**src/rtl/core/tpm_pkg.sv**
```systemverilog
`timescale 1ns / 1ps

package tpm_pkg;

    // default number of stamps held on each side
    localparam int unsigned DEPTH_DEFAULT = 16;

    // field widths
    localparam int unsigned STAMP_W = 32;
    localparam int unsigned DIFF_W  = 20;
    localparam int unsigned POS_W   = 4;
    localparam int unsigned ACT_W   = 2;

    // stream payload widths
    localparam int unsigned S_DATA_W = 32;
    localparam int unsigned S_USER_W = ACT_W;
    localparam int unsigned M_DATA_W = 64;
    localparam int unsigned M_USER_W = 2;
    localparam int unsigned M_PAD_W  = M_DATA_W - (2 * POS_W + DIFF_W + STAMP_W);

    // max_difference after reset
    localparam logic [DIFF_W-1:0] MAX_DIFF_RESET = DIFF_W'(500);

    // input beat kinds
    typedef enum logic [ACT_W-1:0] {
        ACT_LIDAR  = 2'd0,
        ACT_CAMERA = 2'd1,
        ACT_SEARCH = 2'd2
    } t_action;

    // sequencer states
    typedef enum logic [2:0] {
        ST_IDLE,
        ST_LROW,
        ST_SCAN,
        ST_RESULT
    } t_state;

    // verdict of the compare unit for one pair
    typedef struct packed {
        logic              hit;
        logic              zero;
        logic [DIFF_W-1:0] diff;
    } t_cmp_res;

endpackage

```
**src/rtl/core/tpm_pair_unit.sv**
```systemverilog
`timescale 1ns / 1ps

module tpm_pair_unit (
    input  logic [tpm_pkg::STAMP_W-1:0] i_lidar_stamp,
    input  logic [tpm_pkg::STAMP_W-1:0] i_camera_stamp,
    input  logic                        i_found,
    input  logic [tpm_pkg::DIFF_W-1:0]  i_best_diff,
    input  logic [tpm_pkg::DIFF_W-1:0]  i_max_diff,
    output tpm_pkg::t_cmp_res           o_res
);

    logic [tpm_pkg::STAMP_W:0]   w_l_minus_c;
    logic [tpm_pkg::STAMP_W:0]   w_c_minus_l;
    logic [tpm_pkg::STAMP_W-1:0] w_abs;
    logic                        w_small;
    logic                        w_below_max;
    logic                        w_better;

    // absolute difference from both subtractions
    assign w_l_minus_c = {1'b0, i_lidar_stamp} - {1'b0, i_camera_stamp};
    assign w_c_minus_l = {1'b0, i_camera_stamp} - {1'b0, i_lidar_stamp};
    assign w_abs       = w_l_minus_c[tpm_pkg::STAMP_W] ? w_c_minus_l[tpm_pkg::STAMP_W-1:0]
                                                       : w_l_minus_c[tpm_pkg::STAMP_W-1:0];

    // threshold and best-so-far compares on the low bits
    assign w_small     = (w_abs[tpm_pkg::STAMP_W-1:tpm_pkg::DIFF_W] == '0);
    assign w_below_max = w_small && (w_abs[tpm_pkg::DIFF_W-1:0] < i_max_diff);
    assign w_better    = !i_found || (w_abs[tpm_pkg::DIFF_W-1:0] < i_best_diff);

    assign o_res.hit  = w_below_max && w_better;
    assign o_res.zero = (w_abs == '0);
    assign o_res.diff = w_abs[tpm_pkg::DIFF_W-1:0];

endmodule

```
**src/rtl/core/timestamp_pair_matcher.sv**
```systemverilog
`timescale 1ns / 1ps

// Pairs lidar and camera frames by timestamp. A push beat (tuser lidar or camera)
// stores the stamp in that side's ring of DEPTH entries unless it repeats the
// previous stamp of that side. A search beat walks every pair, newest lidar first,
// through one shared subtract-and-compare unit fed by one camera read per cycle
// within a row; it ends early when a zero-difference match is taken and goes straight
// to the result when either side is empty. The result beat waits in an output register;
// s_axis_tready is low from the search beat until that register has been loaded.
// max_difference may be written at any time while the block is idle and never stalls.
module timestamp_pair_matcher #(
    parameter int unsigned DEPTH = tpm_pkg::DEPTH_DEFAULT
) (
    input  logic                         i_clk,
    input  logic                         i_rst_n,
    // input stream
    input  logic                         s_axis_tvalid,
    output logic                         s_axis_tready,
    input  logic [tpm_pkg::S_DATA_W-1:0] s_axis_tdata,  // stamp[31:0]
    input  logic [tpm_pkg::S_USER_W-1:0] s_axis_tuser,  // action[1:0]
    // result stream
    output logic                         m_axis_tvalid,
    input  logic                         m_axis_tready,
    // camera_position[3:0], lidar_position[7:4], difference[27:8],
    // matched_lidar_stamp[59:28], zero fill[63:60]
    output logic [tpm_pkg::M_DATA_W-1:0] m_axis_tdata,
    output logic [tpm_pkg::M_USER_W-1:0] m_axis_tuser,  // found[0], already_fused[1]
    // max_difference write channel
    input  logic                         i_cfg_valid,
    output logic                         o_cfg_ready,
    input  logic [tpm_pkg::DIFF_W-1:0]   i_cfg_data
);

    localparam int unsigned PW = (DEPTH > 1) ? $clog2(DEPTH) : 1;
    localparam int unsigned FW = $clog2(DEPTH + 1);

    // stamp stores
    logic [tpm_pkg::STAMP_W-1:0] lid_mem [DEPTH];
    logic [tpm_pkg::STAMP_W-1:0] cam_mem [DEPTH];

    tpm_pkg::t_state             r_state, n_state;
    logic [FW-1:0]               r_lfill, n_lfill, r_cfill, n_cfill;
    logic [PW-1:0]               r_lwr, n_lwr, r_cwr, n_cwr;
    logic [tpm_pkg::STAMP_W-1:0] r_lprev, n_lprev, r_cprev, n_cprev;
    logic                        r_lprev_v, n_lprev_v, r_cprev_v, n_cprev_v;
    logic [tpm_pkg::STAMP_W-1:0] r_fused, n_fused;
    logic                        r_fused_v, n_fused_v;
    logic [tpm_pkg::DIFF_W-1:0]  r_max, n_max;
    logic [PW-1:0]               r_lpos, n_lpos, r_cpos, n_cpos;
    logic                        r_found, n_found;
    logic [tpm_pkg::DIFF_W-1:0]  r_best_diff, n_best_diff;
    logic [PW-1:0]               r_best_l, n_best_l, r_best_c, n_best_c;
    logic [tpm_pkg::STAMP_W-1:0] r_best_stamp, n_best_stamp;
    logic                        r_m_valid, n_m_valid;
    logic [tpm_pkg::M_DATA_W-1:0] r_m_data, n_m_data;
    logic [tpm_pkg::M_USER_W-1:0] r_m_user, n_m_user;
    logic [tpm_pkg::STAMP_W-1:0] r_lid_rd, r_cam_rd;

    logic                        w_lid_we, w_cam_we;
    logic [PW-1:0]               w_lid_addr, w_cam_addr;
    logic                        w_in_beat;
    logic                        w_out_free;
    logic [FW-1:0]               w_lfill_m1, w_cfill_m1;
    logic [PW+3:0]               w_lpos_ext, w_cpos_ext;
    logic                        w_dup;
    tpm_pkg::t_cmp_res           w_cmp;

    // physical slot of a window position, position 0 being the oldest held
    function automatic logic [PW-1:0] f_phys(
        input logic [FW-1:0] fill,
        input logic [PW-1:0] wr,
        input logic [PW-1:0] pos
    );
        logic [PW:0] base;
        logic [PW:0] sum;
        base = (fill == FW'(DEPTH)) ? {1'b0, wr} : '0;
        sum  = base + {1'b0, pos};
        if (sum >= (PW + 1)'(DEPTH)) begin
            sum = sum - (PW + 1)'(DEPTH);
        end
        return sum[PW-1:0];
    endfunction

    // ring pointer advance
    function automatic logic [PW-1:0] f_next(input logic [PW-1:0] wr);
        logic [PW-1:0] nxt;
        nxt = (wr == PW'(DEPTH - 1)) ? '0 : wr + PW'(1);
        return nxt;
    endfunction

    assign s_axis_tready = (r_state == tpm_pkg::ST_IDLE);
    assign o_cfg_ready   = 1'b1;
    assign m_axis_tvalid = r_m_valid;
    assign m_axis_tdata  = r_m_data;
    assign m_axis_tuser  = r_m_user;

    assign w_in_beat  = s_axis_tvalid && s_axis_tready;
    assign w_out_free = !r_m_valid || m_axis_tready;
    assign w_lfill_m1 = r_lfill - FW'(1);
    assign w_cfill_m1 = r_cfill - FW'(1);

    // positions reported in their low four bits
    assign w_lpos_ext = {4'b0, r_best_l};
    assign w_cpos_ext = {4'b0, r_best_c};

    // read addresses: lidar row fixed per row, camera walks down one per cycle
    assign w_lid_addr = f_phys(r_lfill, r_lwr, (r_state == tpm_pkg::ST_LROW) ? r_lpos : r_lpos);
    assign w_cam_addr = f_phys(r_cfill, r_cwr,
                               (r_state == tpm_pkg::ST_SCAN) ? r_cpos - PW'(1) : r_cpos);

    // shared compare unit
    tpm_pair_unit u_pair (
        .i_lidar_stamp  (r_lid_rd),
        .i_camera_stamp (r_cam_rd),
        .i_found        (r_found),
        .i_best_diff    (r_best_diff),
        .i_max_diff     (r_max),
        .o_res          (w_cmp)
    );

    // next state and datapath control
    always_comb begin
        n_state      = r_state;
        n_lfill      = r_lfill;
        n_cfill      = r_cfill;
        n_lwr        = r_lwr;
        n_cwr        = r_cwr;
        n_lprev      = r_lprev;
        n_lprev_v    = r_lprev_v;
        n_cprev      = r_cprev;
        n_cprev_v    = r_cprev_v;
        n_fused      = r_fused;
        n_fused_v    = r_fused_v;
        n_max        = r_max;
        n_lpos       = r_lpos;
        n_cpos       = r_cpos;
        n_found      = r_found;
        n_best_diff  = r_best_diff;
        n_best_l     = r_best_l;
        n_best_c     = r_best_c;
        n_best_stamp = r_best_stamp;
        n_m_valid    = r_m_valid && !m_axis_tready;
        n_m_data     = r_m_data;
        n_m_user     = r_m_user;
        w_lid_we     = 1'b0;
        w_cam_we     = 1'b0;
        w_dup        = 1'b0;

        if (i_cfg_valid && o_cfg_ready) begin
            n_max = i_cfg_data;
        end

        unique case (r_state)
            tpm_pkg::ST_IDLE: begin
                if (w_in_beat) begin
                    unique case (s_axis_tuser)
                        tpm_pkg::ACT_LIDAR: begin
                            w_dup = r_lprev_v && (r_lprev == s_axis_tdata);
                            if (!w_dup) begin
                                w_lid_we  = 1'b1;
                                n_lwr     = f_next(r_lwr);
                                n_lprev   = s_axis_tdata;
                                n_lprev_v = 1'b1;
                                if (r_lfill != FW'(DEPTH)) begin
                                    n_lfill = r_lfill + FW'(1);
                                end
                            end
                        end
                        tpm_pkg::ACT_CAMERA: begin
                            w_dup = r_cprev_v && (r_cprev == s_axis_tdata);
                            if (!w_dup) begin
                                w_cam_we  = 1'b1;
                                n_cwr     = f_next(r_cwr);
                                n_cprev   = s_axis_tdata;
                                n_cprev_v = 1'b1;
                                if (r_cfill != FW'(DEPTH)) begin
                                    n_cfill = r_cfill + FW'(1);
                                end
                            end
                        end
                        tpm_pkg::ACT_SEARCH: begin
                            n_found      = 1'b0;
                            n_best_diff  = '0;
                            n_best_l     = '0;
                            n_best_c     = '0;
                            n_best_stamp = '0;
                            n_lpos       = w_lfill_m1[PW-1:0];
                            n_cpos       = w_cfill_m1[PW-1:0];
                            if (r_lfill == '0 || r_cfill == '0) begin
                                n_state = tpm_pkg::ST_RESULT;
                            end else begin
                                n_state = tpm_pkg::ST_LROW;
                            end
                        end
                        default: begin
                        end
                    endcase
                end
            end
            tpm_pkg::ST_LROW: begin
                // lidar row and newest camera entry are being read
                n_state = tpm_pkg::ST_SCAN;
            end
            tpm_pkg::ST_SCAN: begin
                if (w_cmp.hit) begin
                    n_found      = 1'b1;
                    n_best_diff  = w_cmp.diff;
                    n_best_l     = r_lpos;
                    n_best_c     = r_cpos;
                    n_best_stamp = r_lid_rd;
                end
                priority if (w_cmp.hit && w_cmp.zero) begin
                    n_state = tpm_pkg::ST_RESULT;
                end else if (r_cpos == '0) begin
                    if (r_lpos == '0) begin
                        n_state = tpm_pkg::ST_RESULT;
                    end else begin
                        n_lpos  = r_lpos - PW'(1);
                        n_cpos  = w_cfill_m1[PW-1:0];
                        n_state = tpm_pkg::ST_LROW;
                    end
                end else begin
                    n_cpos = r_cpos - PW'(1);
                end
            end
            tpm_pkg::ST_RESULT: begin
                if (w_out_free) begin
                    n_m_valid = 1'b1;
                    n_state   = tpm_pkg::ST_IDLE;
                    if (r_found) begin
                        n_m_data = {{tpm_pkg::M_PAD_W{1'b0}}, r_best_stamp, r_best_diff,
                                    w_lpos_ext[3:0], w_cpos_ext[3:0]};
                        if (r_fused_v && (r_fused == r_best_stamp)) begin
                            n_m_user = 2'b11;
                        end else begin
                            n_m_user  = 2'b01;
                            n_fused   = r_best_stamp;
                            n_fused_v = 1'b1;
                        end
                    end else begin
                        n_m_data = '0;
                        n_m_user = '0;
                    end
                end
            end
            default: begin
                n_state = tpm_pkg::ST_IDLE;
            end
        endcase
    end

    // control registers
    always_ff @(posedge i_clk) begin
        if (!i_rst_n) begin
            r_state   <= tpm_pkg::ST_IDLE;
            r_lfill   <= '0;
            r_cfill   <= '0;
            r_lwr     <= '0;
            r_cwr     <= '0;
            r_lprev_v <= 1'b0;
            r_cprev_v <= 1'b0;
            r_fused_v <= 1'b0;
            r_lprev   <= '0;
            r_cprev   <= '0;
            r_fused   <= '0;
            r_max     <= tpm_pkg::MAX_DIFF_RESET;
            r_m_valid <= 1'b0;
            r_found   <= 1'b0;
        end else begin
            r_state   <= n_state;
            r_lfill   <= n_lfill;
            r_cfill   <= n_cfill;
            r_lwr     <= n_lwr;
            r_cwr     <= n_cwr;
            r_lprev_v <= n_lprev_v;
            r_cprev_v <= n_cprev_v;
            r_fused_v <= n_fused_v;
            r_lprev   <= n_lprev;
            r_cprev   <= n_cprev;
            r_fused   <= n_fused;
            r_max     <= n_max;
            r_m_valid <= n_m_valid;
            r_found   <= n_found;
        end
    end

    // search and result payload
    always_ff @(posedge i_clk) begin
        r_lpos       <= n_lpos;
        r_cpos       <= n_cpos;
        r_best_diff  <= n_best_diff;
        r_best_l     <= n_best_l;
        r_best_c     <= n_best_c;
        r_best_stamp <= n_best_stamp;
        r_m_data     <= n_m_data;
        r_m_user     <= n_m_user;
    end

    // lidar store, one write and one registered read
    always_ff @(posedge i_clk) begin
        if (w_lid_we) begin
            lid_mem[r_lwr] <= s_axis_tdata;
        end
        r_lid_rd <= lid_mem[w_lid_addr];
    end

    // camera store, one write and one registered read
    always_ff @(posedge i_clk) begin
        if (w_cam_we) begin
            cam_mem[r_cwr] <= s_axis_tdata;
        end
        r_cam_rd <= cam_mem[w_cam_addr];
    end

endmodule

```
**config.mk**
```make
export PLATFORM = sky130hd
export DESIGN_NAME = timestamp_pair_matcher
export DESIGN_NICKNAME = d
export VERILOG_FILES = /design/src/rtl/core/tpm_pkg.sv /design/src/rtl/core/tpm_pair_unit.sv /design/src/rtl/core/timestamp_pair_matcher.sv
export SDC_FILE = /design/constraint.sdc
export NUM_CORES = 2
export LEC_CHECK = 0
export BUFFER_PORTS_ARGS = -buffer_cell sky130_fd_sc_hd__clkbuf_2
export CAP_MARGIN = 20
export CORE_MARGIN = 3
export CORE_UTILIZATION = 45
export DETAILED_ROUTE_END_ITERATION = 7
export HOLD_SLACK_MARGIN = 0.12
export PLACE_DENSITY_LB_ADDON = 0.12
export SETUP_SLACK_MARGIN = 0.2
export SYNTH_ARGS = -nofsm -noshare
export SYNTH_HDL_FRONTEND = slang
export SYNTH_SLANG_ARGS = --single-unit
```
**constraint.sdc**
```tcl
create_clock -name i_clk -period 16.66 [get_ports i_clk]
set_input_delay 3.332 -clock i_clk [delete_from_list [all_inputs] [get_ports i_clk]]
set_output_delay 3.332 -clock i_clk [all_outputs]
set_load 0.02 [all_outputs]
```
Word level (Yosys, flattened, before mapping)
Memory sizes are Yosys's and may differ from the RTL's. A register that Yosys moved wholly into a read port is not among the register bits.
Cells that the tools add are included.
{"block": "word_totals", "regBits": 276, "n_memories": 2, "ram_bits": 1024, "word_cells": 163, "inputBits": 59}
{"block": "classes", "mux": 61, "n_bitwise": 3, "eq_ne": 23, "n_addsub": 14, "magnitude_cmp": 4, "n_reduce_logical": 33}
{"memory": "cam_mem", "words": 16, "word_bits": 32, "rd": 1, "rd_clocked_by_memory_dff": 1, "wr": 1, "line": "timestamp_pair_matcher.sv:39", "source": "logic [tpm_pkg::STAMP_W-1:0] cam_mem [DEPTH];"}
{"memory": "lid_mem", "words": 16, "word_bits": 32, "rd": 1, "rd_clocked_by_memory_dff": 1, "wr": 1, "line": "timestamp_pair_matcher.sv:38", "source": "logic [tpm_pkg::STAMP_W-1:0] lid_mem [DEPTH];"}
{"op": "2-to-1 mux 32 bit", "n": 4}
{"op": "equality test 32 bit", "n": 3}
{"op": "2-to-1 mux 4 bit", "n": 21}
{"op": "case mux 32 bit (2 select lines)", "n": 1}
{"op": "2-to-1 mux 20 bit", "n": 3}
{"op": "< comparator 20 bit", "n": 2}
{"op": "case mux 20 bit (2 select lines)", "n": 1}
{"op": "subtractor 32 x 32 -> 33 bit", "n": 1}
{"op": "zero test 32 bit", "n": 1}
{"op": "case mux 4 bit (2 select lines)", "n": 4}
{"op": "subtractor 32 bit", "n": 1}
{"op": "subtractor 4 x 1 -> 4 bit (second input constant)", "n": 6}
{"op": "AND reduction 4 bit", "n": 5}
{"op": "2-to-1 mux 1 bit", "n": 17}
{"op": "2-to-1 mux 3 bit", "n": 5}
{"op": "AND reduction 5 bit", "n": 3}
{"op": "zero test 12 bit", "n": 1}
{"op": "case mux 3 bit (4 select lines)", "n": 1}
{"op": "adder 4 x 4 -> 5 bit", "n": 2}
{"op": "adder 5 x 1 -> 5 bit (second input constant)", "n": 2}
{"op": "equality test 5 bit (second input constant)", "n": 2}
{"op": ">= comparator 5 bit (second input constant)", "n": 2}
{"op": "zero test 5 bit", "n": 2}
{"op": "!= test 5 bit (second input constant)", "n": 2}
{"op": "other kinds (22)", "n": 46}

Longest topological paths before layout
{"block": "logic_depth", "word_depth": 8, "ltp_mapped": 27}

Modules after synthesis
A second synthesis with hierarchy kept.
{"block": "hier_totals", "hier_cells": 3452, "area_unflattened_um2": 56823.2}
{"module": "timestamp_pair_matcher", "cells_per_inst": 2759, "n_inst": 1, "area_per_inst_um2": 52110.0, "seq_area_each_um2": 38757.2}
{"module": "tpm_pair_unit", "cells_per_inst": 693, "n_inst": 1, "area_per_inst_um2": 4713.3, "seq_area_each_um2": 0.0}

Worst setup path after synthesis
No wires, ideal clock.
{"block": "synth_path", "path_kind": "input to register", "from": "input port s_axis_tuser[1] (netlist bit)", "to": "memory lid_mem[1][0] (netlist bit) (enable)", "arrival_time_ps": 7134, "cell_stages": 8, "slack_ps": 9065, "cell_sequence": "nor4bb_1 -> clkbuf_1 -> o21ai_0 -> clkbuf_1 -> inv_1 -> clkbuf_1 -> nand2_1 -> nor3_1"}
{"block": "synth_between", "elab_chain_cells": 6}
{"element": "start: declaration", "line": "timestamp_pair_matcher.sv:20", "source": "input logic [tpm_pkg::S_USER_W-1:0] s_axis_tuser,"}
{"element": "zero test 2 bit", "line": "timestamp_pair_matcher.sv:156", "source": "unique case (s_axis_tuser)"}
{"element": "2-to-1 mux 1 bit", "line": "timestamp_pair_matcher.sv:156"}
{"element": "2-to-1 mux 1 bit", "line": "timestamp_pair_matcher.sv:155", "source": "if (w_in_beat) begin"}
{"element": "2-to-1 mux 1 bit", "line": "timestamp_pair_matcher.sv:153", "source": "unique case (r_state)"}
{"element": "2-to-1 mux 1 bit", "line": "timestamp_pair_matcher.sv:301", "source": "if (w_lid_we) begin"}
{"element": "2-to-1 mux 1 bit (not written as such)", "line": "timestamp_pair_matcher.sv:302", "source": "lid_mem[r_lwr] <= s_axis_tdata;"}
{"element": "end: declaration", "line": "timestamp_pair_matcher.sv:38"}
No other way between the ends.

==> run metrics <==
status=finished clean; most common cell after layout, fill and taps aside=edfxtp_1; Sinks on Clock Net=between 1k and 1.5k; Final Non-Filler Cells=between 5k and 6k; die area=approximately 0.13 mm²; Setup-failing EPs final=0; starting DRC count in detailed routing=around 2.6k; CTS tree=built; initial antenna violation count=18; post-CTS resize count=0; final worst path period share=around 44%; share of layout cells above drive strength 1=20.6%; cells after synthesis=roughly 3.4k; post-route cell area=roughly 0.064 mm²; Startpoint Class=register; CP endpoint kind=register; Pwr per Cell Area=between 100 and 150 mW/mm²; Post-synth EDFFs=1154; drt pass-1 iters=5; Port Buf Inserts=~120; final period demand of the worst path=7.38 ns; Avg Inst Size Synth=~16 µm²; Slew @ Worst Pin=~1.1 ns; first-pass GRT wire length=219000 µm; Yosys cell types=70; Routed WL per cell=27.7 µm; Power Total=roughly 8.6 mW; YS warnings=0; crit path DAT=7.76 ns; GRT overflow=0; setup bufs post-CTS=0; Die H=between 300 and 400 µm; # hold bufs at CTS=0; DP Cell Count=5098; H-tree Lvls=4; Cell Area, Synth=approximately 0.056 mm²; CTS buffer count=approximately 150; vias in the first global route=31.8k; synthesis-stage register bit count=between 1k and 1.5k; critical path data required time=17.04 ns; global-route usage over all layers=a little under a quarter; Core Area=0.124 mm²; clk slew on worst S/H paths=~0.060 ns; Avg Vias per Cell=5.68; Site Rows=~130; sequential-to-total area share from yosys stat=between 60% and 70%; WHS=between 0.4 and 0.5 ns; RSZ-0062 raised after global routing=false; clock latency on the worst-skew pair=0.77 ns; max cap viols=0; critical setup path kind=reg2reg; clock root buffer=clkbuf_16; peak supply drop=0.101 mV; global placer's final weighted congestion=a little over 0.9; Post-DP Area=0.0593 mm²; DP HPWL=a little under 100000 µm; maximum number of pins on one net before global-route repair=82; clock tree buffer depth=3; drt drc=0; Top Ports=approximately 130; die width=roughly 360 µm; final net count=approximately 3.8k; Synth Flop Type=edfxtp_1; DR vias=between 30k and 40k; Rel. slew slack=a little over a quarter; clock skew=roughly 0.018 ns; Initial Util=a little under half; worst-path fanout max=60; Fmax=between 100 and 150 MHz; Pleak=around 22 nW; Layout fillers=about 10k; HP Class=reg2reg; Antenna Nets Post-Route=0; Fin. Hold Viols=0; Layout area overhead=13.7%; Routed WL=around 150000 µm; final slew viol count=0; commonest cells after routing, fill and taps aside=edfxtp_1 (1154), mux4_2 (288), nand2_1 (247); TNS Setup=0 ns; ys async rst share=0%
## kinds of logic after synthesis
group                    after synthesis  synth area share, %
XOR/XNOR                             153                 2.38
AO/OA/AOI/OAI                        379                 4.44
adder cells (fa/ha/maj)              126                 2.86
AND/OR/NAND/NOR                      692                 5.99
other                                  2               0.0134
buffers and inverters                322                 2.27
flip-flops                          1359                 68.9
multiplexers                         376                 13.1
## cell type report
type                    instances  area (µm²)  share of cell area [%]
inverters                     151         567                   0.887
well taps                    1637        2050                    3.20
flip-flops and latches       1359       38800                    60.6
clock inverters                66         602                   0.942
diodes                          5        12.5                  0.0196
multi-input cells            1731       16500                    25.9
repair buffers                220        1360                    2.13
clock buffers                 197        4010                    6.28
## state kept, by name (all words and copies together) (netlist names), 20 cells and up
name and count:
r_lid_rd 32, cam_mem 512, m_axis_tdata 60, r_cprev 32, lid_mem 512, r_best_diff 20, r_fused 32, r_cam_rd 32
r_lprev 32, r_max 20, r_best_stamp 32
## stage by stage
| step | worst slack [ns] | util (%) |
|---|---|---|
| finish | 9.28 | 51.6 |
| global route | 8.79 | 51.6 |
| CTS | 9.28 | 51.6 |
| detailed placement | 9.32 | 47.9 |
| global placement | 9.39 | 47.8 |
| floorplan | 9.07 | - |
## routing by layer
metal | part of all wire, % | vias up | global-route usage, %
met1 | 41 | 15955 | 30.5
met5 | 0 | - | 0
met3 | 5.6 | 222 | 3.68
met4 | 3.6 | 0 | 8.75
met2 | 50 | 906 | 38.9
li1 | - | 13410 | -
## worst max-delay path: stages (launching register included)
cell,delay (ns)
dfxtp_1,0.31
inv_1,0.07
ha_1,0.17
inv_1,0.06
fa_1,0.38
a21o_1,0.23
a221oi_4,0.41
o31a_4,0.24
nor3_2,0.07
nor3_4,0.45
buf_4,0.36
mux2i_1,0.28
xor2_1,0.37
inv_1,0.15
ha_1,0.31
nor2b_1,0.13
a2111oi_0,0.30
o21ai_0,0.15
a2111oi_0,0.47
o41ai_1,0.14
a221o_1,0.34
a2111oi_0,0.31
nand4_1,0.24
or2_1,0.32
nand2_2,0.07
buf_4,0.58
## worst paths after layout
check,from,end,cells past startpoint,slack [ns]
worst max-delay path,r_lid_rd[0]$_DFF_P_,r_best_stamp[19]$_SDFFCE_PN0P_,25,9.28
worst min-delay path,r_lprev_v$_SDFFE_PN0P_,r_lprev_v$_SDFFE_PN0P_,1,0.47
worst max register to register,r_lid_rd[0]$_DFF_P_,r_best_stamp[19]$_SDFFCE_PN0P_,25,9.28
worst min register to register,r_lprev_v$_SDFFE_PN0P_,r_lprev_v$_SDFFE_PN0P_,1,0.47
## power breakdown
part / switching (mW) / internal, mW / leakage (nW)
clock: 1.31 / 1.82 / 2.26
sequential: 0.0399 / 3.76 / 12.1
combinational: 1.06 / 0.633 / 7.75
total: 2.41 / 6.21 / 22.1
## cells in the mapped netlist, types with 60 or more instances
master	instances	share of area [%]
nor2_1	141	0.94
ha_1	122	2.7
xnor2_1	93	1.4
mux4_2	288	12
a21oi_1	96	0.85
mux2i_1	88	1.6
edfxtp_1	1154	62
dfxtp_1	205	7.3
xor2_1	60	0.93
and2_1	100	1.1
nor2b_1	72	0.80
nand2_1	248	1.7
inv_1	150	1.0
clkbuf_1	116	0.77
Note: power is estimated with default switching activity, not from simulation.
